--- config.mk ---
export PLATFORM = sky130hd
export DESIGN_NAME = multiplexed_seven_segment_driver_flat
export DESIGN_NICKNAME = d
export VERILOG_FILES = /design/src/msd_pkg.sv /design/src/msd_stream_if.sv /design/src/msd_cfg.sv /design/src/msd_store.sv /design/src/msd_ctrl.sv /design/src/multiplexed_seven_segment_driver.sv /design/src/flat_wrapper.sv
export SDC_FILE = /design/constraint.sdc
export NUM_CORES = 1
export LEC_CHECK = 0
export BUFFER_PORTS_ARGS = -buffer_cell sky130_fd_sc_hd__buf_4
export CORE_MARGIN = 1
export CORE_UTILIZATION = 42
export CTS_CLUSTER_DIAMETER = 30
export CTS_CLUSTER_SIZE = 24
export DETAILED_ROUTE_END_ITERATION = 12
export GPL_ROUTABILITY_DRIVEN = 0
export GPL_TIMING_DRIVEN = 0
export SLEW_MARGIN = 30
export SYNTH_ARGS = -nofsm -noshare
export SYNTH_HDL_FRONTEND = slang
export SYNTH_SLANG_ARGS = --single-unit
--- constraint.sdc ---
create_clock -name clk -period 4.27 [get_ports clk]
set_input_delay 0.427 -clock clk [delete_from_list [all_inputs] [get_ports clk]]
set_output_delay 0.427 -clock clk [all_outputs]
set_load 0.1 [all_outputs]
--- src/msd_pkg.sv ---
// ----------------------------------------------------------------------------
// msd_pkg
// Shared types, codes and constants of the multiplexed seven-segment driver.
// ----------------------------------------------------------------------------
package msd_pkg;

	localparam int DIGIT_SLOTS_DEF = 8;
	localparam int IDX_W           = 3;
	localparam int CNT_W           = 4;
	localparam int SEG_W           = 8;
	localparam int EN_W            = 8;
	localparam int MODE_W          = 3;
	localparam int BLINK_W         = 16;
	localparam int CFG_IDX_W       = 3;
	localparam int CFG_DATA_W      = 16;

	localparam logic [SEG_W-1:0]   BLANK_GLYPH  = 8'h00;
	localparam logic [SEG_W-1:0]   POINT_BIT    = 8'h80;
	localparam logic [SEG_W-1:0]   CHAR_SPACE   = 8'h20;
	localparam logic [SEG_W-1:0]   CHAR_ZERO    = 8'h30;
	localparam logic [SEG_W-1:0]   CHAR_NINE    = 8'h39;
	localparam logic [BLINK_W-1:0] BLINK_TICKS_RST = 16'd100;

	typedef enum logic [MODE_W-1:0] {
		MODE_TICK  = 3'd0,
		MODE_CHAR  = 3'd1,
		MODE_RAW   = 3'd2,
		MODE_DOTS  = 3'd3,
		MODE_CLEAR = 3'd4
	} mode_t;

	typedef enum logic [1:0] {
		BLINK_OFF = 2'd0,
		BLINK_ALL = 2'd1,
		BLINK_ONE = 2'd2
	} blink_sel_t;

	typedef enum logic [CFG_IDX_W-1:0] {
		REG_DIGIT_COUNT  = 3'd0,
		REG_BLINK_SELECT = 3'd1,
		REG_BLINK_TICKS  = 3'd2,
		REG_BLINK_TARGET = 3'd3,
		REG_ACTIVE_LOW   = 3'd4
	} cfg_reg_t;

	typedef enum logic [1:0] {
		ST_IDLE,
		ST_TICK,
		ST_DOTS,
		ST_CLEAR
	} state_t;

	// request payload
	typedef struct packed {
		logic [MODE_W-1:0] mode;
		logic [IDX_W-1:0]  digit_index;
		logic [SEG_W-1:0]  value;
		logic [CNT_W-1:0]  dot_count;
	} req_t;

	// result payload
	typedef struct packed {
		logic [SEG_W-1:0] segments;
		logic [EN_W-1:0]  digit_enable;
		logic             drive_valid;
		logic             error;
	} rsp_t;

	// live configuration and restart strobes
	typedef struct packed {
		logic [CNT_W-1:0]   count;
		logic [1:0]         blink_select;
		logic [BLINK_W-1:0] blink_ticks;
		logic [IDX_W-1:0]   blink_target;
		logic               active_low;
		logic               blink_restart;
		logic               phase_clear;
	} cfg_t;

	// segment store access, one read and one write per cycle
	typedef struct packed {
		logic             rd_en;
		logic [IDX_W-1:0] rd_addr;
		logic             wr_en;
		logic [IDX_W-1:0] wr_addr;
		logic [SEG_W-1:0] wr_data;
	} mem_req_t;

	// ascii digit to segment pattern
	function automatic logic [SEG_W-1:0] char_glyph(input logic [SEG_W-1:0] ch);
		logic [SEG_W-1:0] g;
		unique case (ch)
			8'h30:   g = 8'h3f;
			8'h31:   g = 8'h06;
			8'h32:   g = 8'h5b;
			8'h33:   g = 8'h4f;
			8'h34:   g = 8'h66;
			8'h35:   g = 8'h6d;
			8'h36:   g = 8'h7d;
			8'h37:   g = 8'h07;
			8'h38:   g = 8'h7f;
			8'h39:   g = 8'h6f;
			default: g = BLANK_GLYPH;
		endcase
		return g;
	endfunction

endpackage

--- src/msd_stream_if.sv ---
// ----------------------------------------------------------------------------
// msd_stream_if
// Valid/ready channel carrying one payload word per request.
// ----------------------------------------------------------------------------
interface msd_stream_if #(
	parameter type payload_t = logic
) ();
	logic     valid;
	logic     ready;
	payload_t data;

	modport source (output valid, output data, input ready);
	modport sink (input valid, input data, output ready);
endinterface

--- src/msd_cfg.sv ---
// ----------------------------------------------------------------------------
// msd_cfg
// Configuration registers with live digit count and blink restart strobes.
// ----------------------------------------------------------------------------
module msd_cfg #(
	parameter int DIGIT_SLOTS = msd_pkg::DIGIT_SLOTS_DEF
) (
	input  logic                             clk,
	input  logic                             arst_n,
	input  logic                             cfg_we,
	input  logic [msd_pkg::CFG_IDX_W-1:0]    cfg_index,
	input  logic [msd_pkg::CFG_DATA_W-1:0]   cfg_data,
	output msd_pkg::cfg_t                    cfg
);
	import msd_pkg::*;

	logic [CNT_W-1:0]   digit_count_q;
	logic [1:0]         blink_select_q;
	logic [BLINK_W-1:0] blink_ticks_q;
	logic [IDX_W-1:0]   blink_target_q;
	logic               active_low_q;
	logic [CNT_W-1:0]   live_count;

	// register writes
	always_ff @(posedge clk or negedge arst_n) begin
		if (!arst_n) begin
			digit_count_q  <= CNT_W'(DIGIT_SLOTS_DEF);
			blink_select_q <= BLINK_OFF;
			blink_ticks_q  <= BLINK_TICKS_RST;
			blink_target_q <= '0;
			active_low_q   <= 1'b0;
		end else if (cfg_we) begin
			unique case (cfg_index)
				REG_DIGIT_COUNT:  digit_count_q  <= cfg_data[CNT_W-1:0];
				REG_BLINK_SELECT: blink_select_q <= cfg_data[1:0];
				REG_BLINK_TICKS:  blink_ticks_q  <= cfg_data[BLINK_W-1:0];
				REG_BLINK_TARGET: blink_target_q <= cfg_data[IDX_W-1:0];
				REG_ACTIVE_LOW:   active_low_q   <= cfg_data[0];
				default: ;
			endcase
		end
	end

	// zero acts as one, too large acts as the slot count
	always_comb begin
		if (digit_count_q == '0) begin
			live_count = CNT_W'(1);
		end else if (digit_count_q > CNT_W'(DIGIT_SLOTS)) begin
			live_count = CNT_W'(DIGIT_SLOTS);
		end else begin
			live_count = digit_count_q;
		end
	end

	assign cfg.count         = live_count;
	assign cfg.blink_select  = blink_select_q;
	assign cfg.blink_ticks   = blink_ticks_q;
	assign cfg.blink_target  = blink_target_q;
	assign cfg.active_low    = active_low_q;
	assign cfg.blink_restart = cfg_we && (cfg_index == REG_BLINK_SELECT ||
		cfg_index == REG_BLINK_TICKS);
	assign cfg.phase_clear   = cfg_we && (cfg_index == REG_BLINK_SELECT);

endmodule

--- src/msd_store.sv ---
// ----------------------------------------------------------------------------
// msd_store
// Segment store: synchronous memory, one read and one write port, registered
// read data; per-entry valid bits make unwritten entries read as blank.
// ----------------------------------------------------------------------------
module msd_store #(
	parameter int DIGIT_SLOTS = msd_pkg::DIGIT_SLOTS_DEF
) (
	input  logic                          clk,
	input  logic                          arst_n,
	input  msd_pkg::mem_req_t             mem,
	output logic [msd_pkg::SEG_W-1:0]     rd_data
);
	import msd_pkg::*;

	localparam int AW = (DIGIT_SLOTS > 1) ? $clog2(DIGIT_SLOTS) : 1;

	logic [SEG_W-1:0]       mem_q [DIGIT_SLOTS];
	logic [DIGIT_SLOTS-1:0] valid_q;
	logic [SEG_W-1:0]       rd_q;
	logic                   rd_valid_q;

	// memory array
	always_ff @(posedge clk) begin
		if (mem.wr_en) begin
			mem_q[mem.wr_addr[AW-1:0]] <= mem.wr_data;
		end
		if (mem.rd_en) begin
			rd_q <= mem_q[mem.rd_addr[AW-1:0]];
		end
	end

	// entry valid bits
	always_ff @(posedge clk or negedge arst_n) begin
		if (!arst_n) begin
			valid_q    <= '0;
			rd_valid_q <= 1'b0;
		end else begin
			if (mem.wr_en) begin
				valid_q[mem.wr_addr[AW-1:0]] <= 1'b1;
			end
			if (mem.rd_en) begin
				rd_valid_q <= valid_q[mem.rd_addr[AW-1:0]];
			end
		end
	end

	assign rd_data = rd_valid_q ? rd_q : BLANK_GLYPH;

endmodule

--- src/msd_ctrl.sv ---
// ----------------------------------------------------------------------------
// msd_ctrl
// Request sequencer: checks requests, drives the store, runs the scan and
// blink state and holds the result register.
// ----------------------------------------------------------------------------
module msd_ctrl (
	input  logic                      clk,
	input  logic                      arst_n,
	input  msd_pkg::cfg_t             cfg,
	msd_stream_if.sink                req,
	msd_stream_if.source              rsp,
	output msd_pkg::mem_req_t         mem,
	input  logic [msd_pkg::SEG_W-1:0] mem_rd_data
);
	import msd_pkg::*;

	state_t             state_q, state_d;
	logic [IDX_W-1:0]   scan_q;
	logic [BLINK_W-1:0] blink_cnt_q;
	logic               phase_q;
	logic               out_v_q;
	rsp_t               out_q;
	logic [IDX_W-1:0]   pos_s1;
	logic               blank_s1;
	logic [IDX_W-1:0]   rmw_addr_s1;
	logic [IDX_W-1:0]   next_addr_q;
	logic [CNT_W-1:0]   remain_q;
	logic [IDX_W-1:0]   clr_addr_q;

	logic               req_fire;
	logic               out_load;
	rsp_t               out_d;
	logic               tick_go, dots_go, clr_go;
	logic [IDX_W-1:0]   tick_pos, scan_adv;
	logic [CNT_W-1:0]   pos_inc;
	logic               blink_on, blank, wrap;
	logic [BLINK_W-1:0] cnt_inc;
	logic               idx_ok, char_ok, dots_ok;
	logic [CNT_W:0]     span_end;
	logic [SEG_W-1:0]   tick_seg;
	logic [EN_W-1:0]    tick_en;
	logic [CNT_W-1:0]   clr_next;

	assign req.ready = (state_q == ST_IDLE) && (!out_v_q || rsp.ready);
	assign req_fire  = req.valid && req.ready;

	// scan position and blanking for a tick
	always_comb begin
		tick_pos = ({1'b0, scan_q} >= cfg.count) ? '0 : scan_q;
		pos_inc  = {1'b0, tick_pos} + CNT_W'(1);
		scan_adv = (pos_inc >= cfg.count) ? '0 : pos_inc[IDX_W-1:0];
		blink_on = (cfg.blink_select == BLINK_ALL) || (cfg.blink_select == BLINK_ONE);
		if (cfg.blink_select == BLINK_ALL) begin
			blank = phase_q;
		end else if (cfg.blink_select == BLINK_ONE) begin
			blank = phase_q && (tick_pos == cfg.blink_target);
		end else begin
			blank = 1'b0;
		end
		cnt_inc = blink_cnt_q + BLINK_W'(1);
		wrap    = (cnt_inc >= cfg.blink_ticks);
	end

	// request checks
	always_comb begin
		idx_ok   = ({1'b0, req.data.digit_index} < cfg.count);
		char_ok  = (req.data.value == CHAR_SPACE) ||
			(req.data.value >= CHAR_ZERO && req.data.value <= CHAR_NINE);
		span_end = {2'b00, req.data.digit_index} + {1'b0, req.data.dot_count};
		dots_ok  = idx_ok && (span_end <= {1'b0, cfg.count});
	end

	// tick result from the store read
	always_comb begin
		tick_seg = blank_s1 ? BLANK_GLYPH : mem_rd_data;
		tick_en  = EN_W'(1) << pos_s1;
		if (cfg.active_low) begin
			tick_seg = ~tick_seg;
			tick_en  = ~tick_en;
		end
		clr_next = {1'b0, clr_addr_q} + CNT_W'(1);
	end

	// sequencer
	always_comb begin
		state_d  = state_q;
		mem      = '0;
		out_load = 1'b0;
		out_d    = '0;
		tick_go  = 1'b0;
		dots_go  = 1'b0;
		clr_go   = 1'b0;
		unique case (state_q)
			ST_IDLE: begin
				if (req_fire) begin
					unique case (req.data.mode)
						MODE_TICK: begin
							tick_go     = 1'b1;
							mem.rd_en   = 1'b1;
							mem.rd_addr = tick_pos;
							state_d     = ST_TICK;
						end
						MODE_CHAR: begin
							out_load    = 1'b1;
							out_d.error = !(idx_ok && char_ok);
							mem.wr_en   = idx_ok && char_ok;
							mem.wr_addr = req.data.digit_index;
							mem.wr_data = char_glyph(req.data.value);
						end
						MODE_RAW: begin
							out_load    = 1'b1;
							out_d.error = !idx_ok;
							mem.wr_en   = idx_ok;
							mem.wr_addr = req.data.digit_index;
							mem.wr_data = req.data.value;
						end
						MODE_DOTS: begin
							out_load    = 1'b1;
							out_d.error = !dots_ok;
							if (dots_ok && req.data.dot_count != '0) begin
								dots_go     = 1'b1;
								mem.rd_en   = 1'b1;
								mem.rd_addr = req.data.digit_index;
								state_d     = ST_DOTS;
							end
						end
						MODE_CLEAR: begin
							out_load    = 1'b1;
							clr_go      = 1'b1;
							mem.wr_en   = 1'b1;
							mem.wr_addr = '0;
							mem.wr_data = BLANK_GLYPH;
							if (cfg.count > CNT_W'(1)) begin
								state_d = ST_CLEAR;
							end
						end
						default: begin
							out_load    = 1'b1;
							out_d.error = 1'b1;
						end
					endcase
				end
			end
			ST_TICK: begin
				out_load           = 1'b1;
				out_d.segments     = tick_seg;
				out_d.digit_enable = tick_en;
				out_d.drive_valid  = 1'b1;
				state_d            = ST_IDLE;
			end
			ST_DOTS: begin
				// write back the entry read last cycle, read the next one
				mem.wr_en   = 1'b1;
				mem.wr_addr = rmw_addr_s1;
				mem.wr_data = mem_rd_data | POINT_BIT;
				if (remain_q != '0) begin
					mem.rd_en   = 1'b1;
					mem.rd_addr = next_addr_q;
				end else begin
					state_d = ST_IDLE;
				end
			end
			ST_CLEAR: begin
				mem.wr_en   = 1'b1;
				mem.wr_addr = clr_addr_q;
				mem.wr_data = BLANK_GLYPH;
				if (clr_next >= cfg.count) begin
					state_d = ST_IDLE;
				end
			end
			default: state_d = ST_IDLE;
		endcase
	end

	always_ff @(posedge clk or negedge arst_n) begin
		if (!arst_n) begin
			state_q <= ST_IDLE;
		end else begin
			state_q <= state_d;
		end
	end

	// scan and blink state
	always_ff @(posedge clk or negedge arst_n) begin
		if (!arst_n) begin
			scan_q      <= '0;
			blink_cnt_q <= '0;
			phase_q     <= 1'b0;
		end else begin
			if (tick_go) begin
				scan_q <= scan_adv;
			end else if (clr_go) begin
				scan_q <= '0;
			end
			if (cfg.blink_restart) begin
				blink_cnt_q <= '0;
			end else if (tick_go && blink_on) begin
				blink_cnt_q <= wrap ? '0 : cnt_inc;
			end
			if (cfg.phase_clear) begin
				phase_q <= 1'b0;
			end else if (tick_go && blink_on && wrap) begin
				phase_q <= ~phase_q;
			end
		end
	end

	// sweep counters and tick stage
	always_ff @(posedge clk or negedge arst_n) begin
		if (!arst_n) begin
			pos_s1      <= '0;
			blank_s1    <= 1'b0;
			rmw_addr_s1 <= '0;
			next_addr_q <= '0;
			remain_q    <= '0;
			clr_addr_q  <= '0;
		end else begin
			if (tick_go) begin
				pos_s1   <= tick_pos;
				blank_s1 <= blank;
			end
			if (dots_go) begin
				rmw_addr_s1 <= req.data.digit_index;
				next_addr_q <= req.data.digit_index + IDX_W'(1);
				remain_q    <= req.data.dot_count - CNT_W'(1);
			end else if (state_q == ST_DOTS && remain_q != '0) begin
				rmw_addr_s1 <= next_addr_q;
				next_addr_q <= next_addr_q + IDX_W'(1);
				remain_q    <= remain_q - CNT_W'(1);
			end
			if (clr_go) begin
				clr_addr_q <= IDX_W'(1);
			end else if (state_q == ST_CLEAR) begin
				clr_addr_q <= clr_addr_q + IDX_W'(1);
			end
		end
	end

	// result register
	always_ff @(posedge clk or negedge arst_n) begin
		if (!arst_n) begin
			out_v_q <= 1'b0;
		end else if (out_load) begin
			out_v_q <= 1'b1;
		end else if (rsp.ready) begin
			out_v_q <= 1'b0;
		end
	end

	always_ff @(posedge clk) begin
		if (out_load) begin
			out_q <= out_d;
		end
	end

	assign rsp.valid = out_v_q;
	assign rsp.data  = out_q;

endmodule

--- src/multiplexed_seven_segment_driver.sv ---
// ----------------------------------------------------------------------------
// multiplexed_seven_segment_driver
// Eight-entry segment store with character, raw and dot writes, clear, and
// refresh ticks that scan one digit each with optional blinking.
//
//   port   dir  handshake     payload
//   req    in   valid/ready   mode, digit_index, value, dot_count
//   rsp    out  valid/ready   segments, digit_enable, drive_valid, error
//   cfg    in   write enable  cfg_index, cfg_data
//
// Char, raw, clear with one digit and rejected requests: the result is registered as the request is taken.
// Tick: the segment store read is registered, then the result register is loaded from it.
// Set dots: one read-modify-write per digit.
// Clear: one store entry written per cycle.
// A new request is taken when the sequencer is idle and the result register is
// empty or being drained. Reset leaves the store reading as blank.
// ----------------------------------------------------------------------------
module multiplexed_seven_segment_driver #(
	parameter int DIGIT_SLOTS = msd_pkg::DIGIT_SLOTS_DEF
) (
	input  logic                           clk,
	input  logic                           arst_n,
	input  logic                           cfg_we,
	input  logic [msd_pkg::CFG_IDX_W-1:0]  cfg_index,
	input  logic [msd_pkg::CFG_DATA_W-1:0] cfg_data,
	msd_stream_if.sink                     req,
	msd_stream_if.source                   rsp
);
	import msd_pkg::*;

	cfg_t             cfg;
	mem_req_t         mem;
	logic [SEG_W-1:0] mem_rd_data;

	msd_cfg #(
		.DIGIT_SLOTS(DIGIT_SLOTS)
	) u_cfg (
		.clk      (clk),
		.arst_n   (arst_n),
		.cfg_we   (cfg_we),
		.cfg_index(cfg_index),
		.cfg_data (cfg_data),
		.cfg      (cfg)
	);

	msd_store #(
		.DIGIT_SLOTS(DIGIT_SLOTS)
	) u_store (
		.clk    (clk),
		.arst_n (arst_n),
		.mem    (mem),
		.rd_data(mem_rd_data)
	);

	msd_ctrl u_ctrl (
		.clk        (clk),
		.arst_n     (arst_n),
		.cfg        (cfg),
		.req        (req),
		.rsp        (rsp),
		.mem        (mem),
		.mem_rd_data(mem_rd_data)
	);

endmodule

--- src/flat_wrapper.sv ---
// flat-port wrapper written by rule: the top's interface ports become plain ports
module multiplexed_seven_segment_driver_flat import msd_pkg::*;
#(
	parameter int DIGIT_SLOTS = msd_pkg::DIGIT_SLOTS_DEF
)
  (clk, arst_n, cfg_we, cfg_index, cfg_data, req_valid, req_data, req_ready, rsp_valid, rsp_data, rsp_ready);
  msd_stream_if #(.payload_t(req_t)) req_i ();
  msd_stream_if #(.payload_t(rsp_t)) rsp_i ();
  input  logic clk;
  input  logic arst_n;
  input  logic cfg_we;
  input  logic [msd_pkg::CFG_IDX_W-1:0] cfg_index;
  input  logic [msd_pkg::CFG_DATA_W-1:0] cfg_data;
  input wire logic [$bits(req_i.valid)-1:0] req_valid;
  input wire logic [$bits(req_i.data)-1:0] req_data;
  output wire logic [$bits(req_i.ready)-1:0] req_ready;
  output wire logic [$bits(rsp_i.valid)-1:0] rsp_valid;
  output wire logic [$bits(rsp_i.data)-1:0] rsp_data;
  input wire logic [$bits(rsp_i.ready)-1:0] rsp_ready;
  assign req_i.valid = req_valid;
  assign req_i.data = req_data;
  assign req_ready = req_i.ready;
  assign rsp_valid = rsp_i.valid;
  assign rsp_data = rsp_i.data;
  assign rsp_i.ready = rsp_ready;
  multiplexed_seven_segment_driver #(.DIGIT_SLOTS(DIGIT_SLOTS)) u_core (.clk(clk), .arst_n(arst_n), .cfg_we(cfg_we), .cfg_index(cfg_index), .cfg_data(cfg_data), .req(req_i), .rsp(rsp_i));
endmodule
# After elaboration in Yosys (flattened, before gate mapping)
# Memory sizes are Yosys's and may differ from the RTL's. A register that Yosys moved wholly into a read port is not among the register bits.
# Cells that the tools add are included.
# classes
addsub	9
n_lt_le_gt_ge	13
n_eq_ne	31
shift	1
muxes	63
bitwise	4
n_reduce_logical	41
# op_table
cell	count
8-bit by 6-bit equality test with 1-bit output, second input constant	11
12-bit one-hot mux with 3 select lines	2
7-bit one-hot mux with 10 select lines	1
16-bit 2-to-1 mux	4
8-bit 2-to-1 mux	4
3-bit 2-to-1 mux	10
4-bit 2-to-1 mux	6
1-bit 2-to-1 mux	23
16-bit by 1-bit adder with 16-bit output, second input constant	1
16-bit >= comparator	1
8-bit inverter	2
4-bit one-hot mux with 2 select lines	2
1-bit logical AND	13
3-bit by 2-bit equality test with 1-bit output, second input constant	4
2-bit AND reduction	6
2-bit nonzero test	6
2-bit 2-to-1 mux	5
3-bit by 1-bit adder with 3-bit output, second input constant	3
3-bit by 1-bit adder with 4-bit output, second input constant	2
4-bit >= comparator	2
8-bit by 6-bit >= comparator with 1-bit output, second input constant	1
8-bit by 6-bit <= comparator with 1-bit output, second input constant	1
3-bit by 4-bit < comparator with 1-bit output, second input constant	2
8-bit bitwise OR	1
other kinds (32)	49
# totals
ff_bits	93
ram_bits	64
in_bits	42
n_memories	1
# memory_table
name	words	width	read_ports	rd_ports_with_merged_regs	write_ports	line_no	text
u_core.u_store.mem_q	8	8	1	1	1	msd_store.sv:18	logic [SEG_W-1:0] mem_q [DIGIT_SLOTS];

# Longest topological paths before layout
# Gate-level depths: netlist of the first run.
# depth
word_depth	15
depth_mapped	16
depth_no_buf	15

# Modules after synthesis
# Synthesis of the first run repeated with hierarchy kept, for this count alone.
# hier_totals
hier_cells	733
area_unflattened_um2	8856.0
# by_module_without_submodules
mod	n_inst	cells_per_inst	area_per_inst_um2	seq_area_each_um2
msd_ctrl	1	520	4555.6	1541.5
msd_store	1	146	3146.8	2387.3
msd_cfg	1	67	1153.6	655.6

# Least setup slack after synthesis of the first run
# Ideal clock, no wire load.
# synth_path
path_kind	reg-to-reg
startpoint	register u_core.u_ctrl.out_v_q, in the netlist u_core.u_ctrl.rsp.valid
endpoint	memory u_core.u_store.mem_q[3][0], enable pin
setup_ps	370
arrival_time_ps	4099
path_slack_ps	-199
path_stages_with_launch	8
n_path_buf	0
period_less_slack_ps	4469
cell_sequence	dfrtp_1 -> nor2b_1 -> nor2_1 -> nand2_1 -> nor3_1 -> a22oi_1 -> or2_2 -> nor2_1
# synth_via
elab_chain_cells	8
# synth_lines
item	line_no	text
start: declaration	msd_ctrl.sv:21	logic out_v_q;
start signal: assignment	msd_ctrl.sv:242	out_v_q <= 1'b0;
start signal: assignment	msd_ctrl.sv:244	out_v_q <= 1'b1;
start signal: assignment	msd_ctrl.sv:246	out_v_q <= 1'b0;
1-bit zero test *	msd_ctrl.sv:44	assign req.ready = (state_q == ST_IDLE) && (!out_v_q || rsp.ready);
1-bit logical OR *	msd_ctrl.sv:44	
1-bit logical AND *	msd_ctrl.sv:44	
via req_ready	flat_wrapper.sv:16	output wire logic [$bits(req_i.ready)-1:0] req_ready;
1-bit logical AND *	msd_ctrl.sv:45	assign req_fire = req.valid && req.ready;
16-bit 2-to-1 mux *	msd_ctrl.sv:95	if (req_fire) begin
12-bit one-hot mux with 3 select lines *	msd_ctrl.sv:93	unique case (state_q)
1-bit 2-to-1 mux	msd_store.sv:25	if (mem.wr_en) begin
1-bit 2-to-1 mux (not written as such)	msd_store.sv:26	mem_q[mem.wr_addr[AW-1:0]] <= mem.wr_data;
end: declaration	msd_store.sv:18	
# Mark *: on every way through the listed nets, which the timed path passes. The rest lies on a longest branch.

# Worst setup path in the final report of the first run
# layout_path
startpoint	register u_core.u_cfg.digit_count_q[1]
endpoint	register u_core.u_store.rd_q[2], read port of u_core.u_store.mem_q (data pin)
# layout_via
elab_chain_cells	10
# layout_lines
item	line_no	text
start: declaration	msd_cfg.sv:17	logic [CNT_W-1:0] digit_count_q;
start signal: assignment	msd_cfg.sv:27	digit_count_q <= CNT_W'(DIGIT_SLOTS_DEF);
start signal: assignment	msd_cfg.sv:34	REG_DIGIT_COUNT: digit_count_q <= cfg_data[CNT_W-1:0];
4-bit > comparator	msd_cfg.sv:48	end else if (digit_count_q > CNT_W'(DIGIT_SLOTS)) begin
4-bit 2-to-1 mux	msd_cfg.sv:48	
4-bit 2-to-1 mux *	msd_cfg.sv:46	if (digit_count_q == '0) begin
5-bit by 4-bit <= comparator with 1-bit output or 3-bit by 4-bit < comparator with 1-bit output (tied branches)	msd_ctrl.sv:70, msd_ctrl.sv:66	
1-bit logical AND	msd_ctrl.sv:70	dots_ok = idx_ok && (span_end <= {1'b0, cfg.count});
1-bit logical AND	msd_ctrl.sv:120	if (dots_ok && req.data.dot_count != '0) begin
4-bit 2-to-1 mux	msd_ctrl.sv:120	
4-bit one-hot mux with 2 select lines *	msd_ctrl.sv:96	unique case (req.data.mode)
16-bit 2-to-1 mux *	msd_ctrl.sv:95	
4-bit one-hot mux with 2 select lines *	msd_ctrl.sv:93	
end: declaration	msd_store.sv:20	logic [SEG_W-1:0] rd_q;
# Mark *: on every way between the ends. The rest lies on a longest branch, timed or not.
# A chain may end at the register's enable or synchronous reset.

==> results.md, run 1 <==
- Worst-path fanout max: 10
- Wire per inst: 16.7 µm
- Root cell of the clock tree: clkbuf_16
- EDFF count, synth: 90
- Max_cap viols: 0
- Setup TNS: 0 ns
- Post-synth top area cell: edfxtp_1
- Vias per cell: 5.25
- Die area: 0.0218 mm²
- Pwr/cell area: 576 mW/mm²
- Critical path's top delay family: compound AO/OA/AOI/OAI gates
- Die X-Extent: 148 µm
- Peak supply drop: 0.252 mV
- TritonRoute pass-1 iters: 5
- # Post-CTS Setup Buffers: 0
- Vias: 6126
- Final Power: 5.91 mW
- Starting Density: 0.435
- Net Count, Synth: 893
- Worst-path cell chain: o21ba_1 > nor2_2 > ha_1 > or2_1 > maj3_1 > o211ai_1 > nor2_1 > a31oi_2 > buf_4 > buf_6 > mux2i_1 > mux2_2
- Synth Register Bits: 165
- CP Launch Type: register
- Syn Std Cell Area: 0.00891 mm²
- CP required: 4.44 ns
- Total GRT Usage: 0.192
- Vias in the first global route: 6086
- Met2 WL: 9000 µm
- CTS Buf Count: 17
- CTS tree: done
- CP Depth: 12
- Worst path slowest cell: o211ai_1
- Seq/Total Area, Yosys: 0.514
- Hold-fix buffers at CTS: 0
- Met1 Routed Length: 9540 µm
- Syn-to-layout area delta: 15.3%
- Critical setup path kind: register to register
- R2r startpoint: u_core.u_cfg.digit_count_q[1]$_DFFE_PN0P_
- Final Hold Vio Count: 0
- Total Nets Final: 967
- Buf/Inv on CP: 2
- Unique masters post-synth: 72
- Min Tclk post-route: 4.01 ns
- Post-synth top area share: 0.303
- Crit. End Element: register
- Row count: 52
- Slew headroom: 0.362
- Clock H-tree levels: 4
- Max incr delay on CP: 0.47 ns
- Non-Filler Instances: 1166
- Sink Count: 165
- Initial antenna violation count: 0
- Synth async-reset ratio: 0.455
- Clk slew on worst S/H paths: 0.06 ns
- RSZ-0062 raised after global routing: no
- Clock Latency Late Sink: 0.43 ns
- Clk_skew: 0.0121 ns
- Synth Area per Inst: 11.0 µm²
- Commonest cells post-synth: edfxtp_1, nand2_1, dfrtp_1
- Chip height: 148 µm
- First DRT Iteration DRCs: 366
- R2r setup slk: 0.26 ns
- Final HPWL DP: 14400 µm
- Largest net degree at the start of global routing: 76
- Routed WL: 19500 µm
- Status: complete, no violations
- Ys flop type: edfxtp_1
- Remaining DRCs: 0
- FF-to-FF path depth: 12
- Placed cell count: 1135
- Leak Pwr: 4.32 nW
- Routed length on met3: 651 µm
- Max Slew Vio Count: 0
- Port buffer count: 56
- Fmax: 0.249 GHz
- Core area: 0.0205 mm²
- Cell with the most instances after synthesis: edfxtp_1
- Period utilization: 0.939
- Synth top area cells: edfxtp_1, dfrtp_1, ha_1
- Ratio of cells with drive above 1 in the final layout: 0.167
- Highest routing layer actually used: met4
- Grt ovf: 0
- Remaining antenna violation count: 0
- Worst-margin pin slew: 0.947 ns
- Worst R2R End: u_core.u_store.rd_q[2]$_DFFE_PP_
- First-pass GRT wire length: 32300 µm
- Fin Hold WS: 0.00259 ns
- Final setup viols: 0
- Deepest clock path buffer count: 2
- Synth warn: 0
- I/O pin count: 62
- # diodes: 0
- Arrival time at the worst endpoint: 4.18 ns
- Synthesized netlist cell count: 809
- Hold crit path type: input port to async pin
## worst max path at each step
stage / from / endpoint
detailed placement: u_core.u_cfg.digit_count_q[3]$_DFFE_PN1P_ / u_core.u_store.rd_q[7]$_DFFE_PP_
global route: u_core.u_cfg.digit_count_q[1]$_DFFE_PN0P_ / u_core.u_store.rd_q[7]$_DFFE_PP_
global placement: u_core.u_cfg.digit_count_q[3]$_DFFE_PN1P_ / u_core.u_store.rd_q[2]$_DFFE_PP_
finish: u_core.u_cfg.digit_count_q[1]$_DFFE_PN0P_ / u_core.u_store.rd_q[2]$_DFFE_PP_
CTS: u_core.u_cfg.digit_count_q[3]$_DFFE_PN1P_ / u_core.u_store.rd_q[5]$_DFFE_PP_
floorplan: u_core.u_ctrl.rsp.valid$_DFFE_PN0P_ / u_core.u_store.mem_q[3][0]$_DFFE_PP_
## metal layers
metal / global-route usage / up-vias
met4: 0.0598 / 0
met3: 0.0336 / 25
met5: 0 / -
met1: 0.266 / 2902
li1: - / 3085
met2: 0.308 / 114
## area by class of cell
| type | count | area [µm²] |
|---|---|---|
| Clock buffer | 23 | 500 |
| Inverter | 38 | 143 |
| Buffer | 33 | 160 |
| Sequential cell | 165 | 4580 |
| Clock inverter | 9 | 87.6 |
| Tap cell | 270 | 338 |
| Timing Repair Buffer | 56 | 424 |
| Fill cell | 1880 | 10200 |
| Multi-Input combinational cell | 572 | 4040 |
## registers in the layout (all words and copies together), names as in the netlist, 2 cells and up
name / cells
u_core.u_ctrl.remain_q: 4
u_core.u_cfg.blink_ticks_q: 16
u_core.u_ctrl.next_addr_q: 3
u_core.u_ctrl.rsp.data: 18
u_core.u_cfg.blink_select_q: 2
u_core.u_cfg.digit_count_q: 4
u_core.u_store.mem_q: 64
u_core.u_ctrl.scan_q: 3
u_core.u_ctrl.pos_s1: 3
u_core.u_ctrl.blink_cnt_q: 16
u_core.u_cfg.blink_target_q: 3
u_core.u_store.rd_q: 8
u_core.u_ctrl.rmw_addr_s1: 3
u_core.u_ctrl.clr_addr_q: 3
u_core.u_ctrl.state_q: 2
u_core.u_store.valid_q: 8
## what timing repair did
item / 4_1_cts / 5_1_grt
resized for setup: 0 / 3
hold endpoints to repair: 0 / 0
setup endpoints to repair: 0 / 46
## placed cells by master (no fill, tap or decap), types with 4 or more instances in the layout
cell type and n:
or2_2 11, buf_4 60, nand2b_1 13, a22oi_1 8
o21bai_1 5, clkbuf_1 24, o211ai_1 8, nor2_1 53
a21o_1 16, nand3b_1 4, o21ai_0 43, xor2_1 17
o21ai_1 4, nor3_1 9, dfrtp_1 71, a21oi_1 23
ha_1 41, nand3_1 14, nand2_1 89, or3_1 6
a22o_1 7, xnor2_1 16, a32o_1 6, dfstp_2 4
edfxtp_1 90, and3_1 9, nor2b_1 20, mux2_2 21
and2_1 5, clkbuf_16 18, or4_1 5, mux2i_1 51
inv_1 38
## through the flow
stage           util  setup WS, ns  cell area (µm²)
3_5_place_dp   0.472         0.121             9680
4_1_cts        0.501         0.106            10300
3_3_place_gp   0.472         0.113             9670
5_1_grt        0.501        0.0949            10300
2_1_floorplan      -         0.386             8910
6_report       0.501         0.262            10300
## logic make-up (layout without fill, tap and decap cells)
family | count (synthesis) | after routing | synth area share
compound gates | 163 | 163 | 0.126
xor+xnor | 33 | 33 | 0.0324
fa+ha+maj | 44 | 44 | 0.0621
flops | 165 | 165 | 0.514
mux | 72 | 72 | 0.0838
buf+inv | 72 | 159 | 0.0344
simple gates | 260 | 260 | 0.147
## power breakdown
group | internal, mW | leakage, nW | switching, mW
clock network | 0.893 | 0.295 | 0.619
registers | 2.09 | 1.77 | 0.158
logic | 0.746 | 2.25 | 1.41
total | 3.73 | 4.32 | 2.19
(Power assumes the default switching activity.)
==> run 2, diff against run 1 <==
clock period = 4.1 ns   (was 4.27 ns; I/O delays follow)
==> run 2 against run 1 <==
  * The flow now finishes with violations (negative hold slack)
  * Flip-flop and latch count unchanged
  * Maximum frequency increased by 3.1%
  * Worst hold slack got worse by 0.0074 ns
  * Critical endpoint is now u_core.u_store.rd_q[1]$_DFFE_PP_
  * Cell count increased by 0.17%
  * Global-route usage about the same
  * First-iteration DRC count increased by 2.7%
  * Sequential share of layout area decreased by 0.092 points
  * Critical path type unchanged
  * Count of clock-buffer cells in the layout unchanged
==> results.md, run 2 (synthesized netlist as in run 1, its figures left out) <==
- Most frequent cells in the layout: edfxtp_1, nand2_1, dfrtp_1
- Clk slew on worst S/H paths: 0.06 ns (about the same)
- Arrival time at the worst endpoint: 4.06 ns (-0.12 ns)
- Remaining antenna violation count: 0 (unchanged)
- Final HPWL DP: 14400 µm (unchanged)
- Failing checks: negative hold slack
- Finished Cell Area: 0.0103 mm² (+0.21%)
- Max_cap viols: 0 (unchanged)
- Status: complete, but fails checks
- Hold crit path type: input port to async pin
- Multi-input combinational cell area: 0.00404 mm² (about the same)
- CP Launch Type: register
- CP required: 4.27 ns (-0.17 ns)
- Gr busiest metal: met2
- Most common cell after layout, fill and taps aside: edfxtp_1
- Dpl cell area: 0.00968 mm² (unchanged)
- Largest net degree at the start of global routing: 76 (unchanged)
- TritonRoute pass-1 iters: 6 (+1)
- Root cell of the clock tree: clkbuf_16
- Clock H-tree levels: 4 (unchanged)
- Met2 Usage GRT: 0.307 (-0.000943)
- Core area: 0.0205 mm² (unchanged)
- Total Nets Final: 969 (+0.21%)
- Crit. End Element: register
- Min Tclk post-route: 3.89 ns (-0.122 ns)
- Hold-fix buffers at CTS: 0 (unchanged)
- Worst-path fanout max: 10 (unchanged)
- Leak Pwr: 4.33 nW (+0.29%)
- Deepest clock path buffer count: 2 (unchanged)
- Clk_skew: 0.0131 ns (+0.000997 ns)
- Final Hold Vio Count: 4 (+4)
- Initial antenna violation count: 0 (unchanged)
- Fin Hold WS: -0.00479 ns (-0.00738 ns)
- Worst-margin pin slew: 0.964 ns (+0.0167 ns)
- First-pass GRT wire length: 32400 µm (+0.17%)
- Vias: 6182 (+0.91%)
- Met3 GRT Util: 0.0336 (unchanged)
- Die X-Extent: 148 µm (unchanged)
- RSZ-0062 raised after global routing: no
- Port buffer count: 56 (unchanged)
- Slew headroom: 0.351 (-0.0112)
- Critical setup path kind: register to register
- Total GRT Usage: 0.193 (+0.000270)
- I/O pin count: 62 (unchanged)
- First DRT Iteration DRCs: 376 (+2.7%)
- Ratio of cells with drive above 1 in the final layout: 0.170 (+0.00297)
- GRT met1 Usage: 0.267 (+0.000403)
- Syn-to-layout area delta: 15.5%
- Max reg flops: 64 (unchanged)
- Peak supply drop: 0.262 mV (+3.8%)
- Grt ovf: 0 (unchanged)
- Final setup viols: 0 (unchanged)
- Fmax: 0.257 GHz (+3.1%)
- # diodes: 0 (unchanged)
- Wire per inst: 16.7 µm (-0.30%)
- Final Power: 6.17 mW (+4.3%)
- Die area: 0.0218 mm² (unchanged)
- Routed WL: 19500 µm (-0.13%)
- Pwr/cell area: 599 mW/mm² (+4.1%)
- CTS Buf Count: 17 (unchanged)
- FF+latch area: 0.00458 mm² (unchanged)
- Clock Latency Late Sink: 0.42 ns (about the same)
- Starting Density: 0.435 (unchanged)
- Row count: 52 (unchanged)
- Vias in the first global route: 6108 (+0.36%)
- Max Slew Vio Count: 0 (unchanged)
- Remaining DRCs: 0 (unchanged)
- Sink Count: 165 (unchanged)
- Vias per cell: 5.29 (+0.74%)
- CTS tree: done
- Period utilization: 0.948 (+0.00924)
- Layout fillers: 1877 (-0.16%)
- Chip height: 148 µm (unchanged)
run 2: cell types whose count changed in the layout (fill, tap and decap cells not counted), sizes merged:
cell | previous run | this run
clkbuf | 47 | 46
buf | 65 | 68
run 2: what timing repair did:
action	CTS	global route
setup buffers	2	0
gates resized for setup	1	6
endpoints found under the setup margin	8	95
pin swaps	1	0
run 2: power breakdown:
part           switching [mW]  internal (mW)
logic                    1.47          0.783
clock network           0.643          0.930
registers               0.164           2.18
total                    2.28           3.89
run 2: final cells by class:
cell class | count | area share
inverter | 38 | 0.0139
clock inverter | 9 | 0.00851
sequential | 165 | 0.445
tap | 270 | 0.0328
multi-input combinational | 572 | 0.392
timing repair buffer | 58 | 0.0427
clock buffer | 23 | 0.0486
buffer | 33 | 0.0159
run 2: critical path, stage by stage, from the launching register on:
cell,delay [ns]
dfrtp_1,0.45
o21ba_1,0.23
nor2_1,0.33
ha_1,0.32
or2_1,0.24
maj3_1,0.39
o211ai_1,0.23
buf_4,0.17
nor3_4,0.05
a21o_1,0.19
buf_4,0.17
buf_4,0.22
mux2i_1,0.25
mux2i_1,0.10
mux2_2,0.27
run 2: layer usage:
metal / wire [µm] / up-vias
li1: - / 3090
met1: 9470 / 2926
met2: 8930 / 137
met3: 721 / 29
met4: 365 / 0
met5: 0 / -
run 2: final timing paths:
path / from / endpoint / slack (ns) / depth (start not counted)
setup / recovery: u_core.u_cfg.digit_count_q[1]$_DFFE_PN0P_ / u_core.u_store.rd_q[1]$_DFFE_PP_ / 0.21 / 14
setup reg to reg: u_core.u_cfg.digit_count_q[1]$_DFFE_PN0P_ / u_core.u_store.rd_q[1]$_DFFE_PP_ / 0.21 / 14
hold reg to reg: u_core.u_store.valid_q[3]$_DFFE_PN0P_ / u_core.u_store.valid_q[3]$_DFFE_PN0P_ / 0.48 / 2
max in group asynchronous: arst_n / u_core.u_ctrl.remain_q[3]$_DFFE_PN0P_ / 3.57 / 1
min in group clk: cfg_data[7] / u_core.u_cfg.blink_ticks_q[7]$_DFFE_PN0P_ / 0.19 / 3
hold / removal: arst_n / u_core.u_cfg.blink_ticks_q[9]$_DFFE_PN0P_ / -0.005 / 1
run 2: metrics by stage:
step | setup WS, ns | TNS [ns] | hold slack [ns] | cells | utilization
after global routing | 0.00931 | 0 | 0.0524 | 1168 | 0.502
final | 0.213 | 0 | -0.00479 | 1168 | 0.502
after global placement | -0.0573 | -0.333 | 0.458 | 1135 | 0.472
after CTS | 0.00601 | 0 | 0.0447 | 1169 | 0.502
after detailed placement | -0.0491 | -0.276 | 0.464 | 1135 | 0.472
after floorplan | 0.216 | 0 | 0.114 | 809 | -
==> run 3, diff against run 2 <==
clock period = 3.5 ns   (was 4.1 ns; I/O delays follow)
==> run 3 against run 2 <==
  * The run now ends clean
  * First-iteration DRC count fell by 23%
  * Combinational power rose by 31%
  * Cell area rose by 4.6%
  * Power rose by 22%
  * Maximum frequency rose by 12%
  * Largest power group is now combinational cells
==> results.md, run 3 (synthesized netlist as in run 1, its figures left out) <==
- Hold crit path type: input port to register
- Clk slew on worst S/H paths: 0.07 ns (about the same)
- Peak supply drop: 0.361 mV (+38%)
- CP Launch Type: register
- Worst-margin pin slew: 0.940 ns (-0.0242 ns)
- Port buffer count: 56 (unchanged)
- I/O pin count: 62 (unchanged)
- Vias: 6426 (+3.9%)
- Clock Latency Late Sink: 0.43 ns (about the same)
- Vias in the first global route: 6332 (+3.7%)
- CP startpoint: u_core.u_cfg.digit_count_q[2]$_DFFE_PN0P_
- NetSw: 2.83 mW (+24%)
- Status: complete, no violations
- Core area: 0.0205 mm² (unchanged)
- Worst-path fanout max: 5 (-5)
- Clock share of power: 0.244 (-0.011)
- Min Tclk post-route: 3.48 ns (-0.409 ns)
- Sw Share: 0.376 (+0.00629)
- CTS tree: done
- Root cell of the clock tree: clkbuf_16
- Pwr/cell area: 699 mW/mm² (+17%)
- Vias per cell: 5.38 (+1.6%)
- Most common cell after layout, fill and taps aside: edfxtp_1
- Syn-to-layout area delta: 20.9%
- Remaining antenna violation count: 0 (unchanged)
- First-pass GRT wire length: 32700 µm (+1.2%)
- Remaining DRCs: 0 (unchanged)
- Int Pwr: 4.70 mW (+21%)
- Critical setup path kind: register to register
- # diodes: 0 (unchanged)
- Arrival time at the worst endpoint: 3.67 ns (-0.39 ns)
- Row count: 52 (unchanged)
- Grt ovf: 0 (unchanged)
- Period utilization: 0.994 (+0.0457)
- Leak Pwr: 4.47 nW (+3.3%)
- Chip height: 148 µm (unchanged)
- Clk_skew: 0.0169 ns (+0.00380 ns)
- Clock H-tree levels: 4 (unchanged)
- Initial antenna violation count: 0 (unchanged)
- Fmax: 0.288 GHz (+12%)
- Largest net degree at the start of global routing: 76 (unchanged)
- Sequential share of power: 0.365 (-0.014)
- Setup TNS: 0 ns (unchanged)
- Ratio of cells with drive above 1 in the final layout: 0.238 (+0.0675)
- Most frequent cells in the layout: edfxtp_1, nand2_1, buf_4
- Critical Path End: u_core.u_store.rd_q[2]$_DFFE_PP_
- Max Slew Vio Count: 0 (unchanged)
- Finished Cell Area: 0.0108 mm² (+4.6%)
- Wire per inst: 17.0 µm (+1.9%)
- TritonRoute pass-1 iters: 5 (-1)
- Dpl cell area: 0.00969 mm² (about the same)
- First DRT Iteration DRCs: 290 (-23%)
- Die area: 0.0218 mm² (unchanged)
- Max reg flops: 64 (unchanged)
- Routed WL: 20300 µm (+4.2%)
- Sink Count: 165 (unchanged)
- Placed cell count: 1135 (unchanged)
- Starting Density: 0.435 (unchanged)
- CTS Buf Count: 17 (unchanged)
- Die X-Extent: 148 µm (unchanged)
- FF-to-FF path depth: 15 (+1)
- RSZ-0062 raised after global routing: yes
- CP required: 3.69 ns (-0.58 ns)
- Combinational power share: 0.392 (+0.026)
- Deepest clock path buffer count: 2 (unchanged)
- Final Hold Vio Count: 0 (-4)
- R2r startpoint: u_core.u_cfg.digit_count_q[2]$_DFFE_PN0P_
- Slew headroom: 0.367 (+0.0163)
- Total Nets Final: 996 (+2.8%)
- R2r setup slk: 0.02 ns (-0.19 ns)
- Final HPWL DP: 14400 µm (-0.20%)
- Fin Hold WS: 0.122 ns (+0.126 ns)
- Non-Filler Instances: 1195 (+2.3%)
- Worst R2R End: u_core.u_store.rd_q[2]$_DFFE_PP_
- Fin util: 0.526 (+0.0232)
- Final setup viols: 0 (unchanged)
- Max_cap viols: 0 (unchanged)
- Worst Hold Path Cells: 3
- Total GRT Usage: 0.196 (+0.00308)
- Crit. End Element: register
run 3: cell types whose count changed in the layout (fill, tap and decap cells not counted), sizes merged:
cell	change
clkinvlp	+2
dlygate4sd3	+1
clkbuf	-1
buf	+24
inv	+1
run 3: layer usage:
layer,GRT usage,part of all wire,up-vias
met1,0.264,0.47,3115
met3,0.0398,0.044,27
met2,0.316,0.47,155
met5,0,0,-
li1,-,-,3129
met4,0.0619,0.016,0
run 3: worst min path at each step:
stage	from	endpoint	slack [ns]
6_report	cfg_data[11]	u_core.u_cfg.blink_ticks_q[11]$_DFFE_PN0P_	0.12
5_1_grt	cfg_data[14]	u_core.u_cfg.blink_ticks_q[14]$_DFFE_PN0P_	0.13
4_1_cts	cfg_data[13]	u_core.u_cfg.blink_ticks_q[13]$_DFFE_PN0P_	0.11
3_5_place_dp	arst_n	u_core.u_cfg.blink_ticks_q[10]$_DFFE_PN0P_	0.43
3_3_place_gp	u_core.u_store.valid_q[3]$_DFFE_PN0P_	u_core.u_store.valid_q[3]$_DFFE_PN0P_	0.46
2_1_floorplan	arst_n	u_core.u_cfg.active_low_q$_DFFE_PN0P_	0.05
run 3: final cells by class:
cell class                      instances  area (µm²)
Fill cell                            1822        9720
Clock buffer                           20         457
Inverter                               38         145
Sequential cell                       165        4590
Timing Repair Buffer                   85         666
Buffer                                 33         205
Clock inverter                         12         119
Tap cell                              270         338
Multi-Input combinational cell        572        4250
run 3: what timing repair did:
| item | in CTS | in global routing |
|---|---|---|
| gates resized for setup | 29 | 49 |
| pin swaps | 3 | 16 |
| cloned | 0 | 1 |
| endpoints found under the hold margin | 71 | 0 |
| setup endpoints to repair | 101 | 90 |
| hold buffers | 1 | 0 |
| setup buffers | 5 | 22 |
run 3: power groups by stage:
stage	Clock, mW	Sequential (mW)	Combinational, mW
floorplan	0	3.15	1.60
global placement	0	2.77	2.61
detailed placement	0	2.78	2.65
CTS	1.87	2.74	2.75
global route	1.95	2.78	3.22
finish	1.84	2.75	2.95
run 3: worst max-delay path, stage by stage, from the launching register on:
cell and delay (ns):
dfrtp_2 0.44, o21ba_4 0.24, nor2_4 0.15, buf_4 0.14, ha_1 0.21, nand2b_4 0.15
a211oi_4 0.25, o31a_1 0.36, a22o_1 0.21, a21o_1 0.10, buf_6 0.12, buf_4 0.13
buf_12 0.12, mux2i_2 0.21, mux2i_2 0.12, mux2_2 0.27
run 3: stage by stage:
stage | setup slack [ns] | total power [mW]
floorplan | 0.0230 | 4.75
global placement | -0.623 | 5.38
detailed placement | -0.617 | 5.42
CTS | 0.00163 | 7.36
global route | -0.124 | 7.95
finish | 0.0222 | 7.53
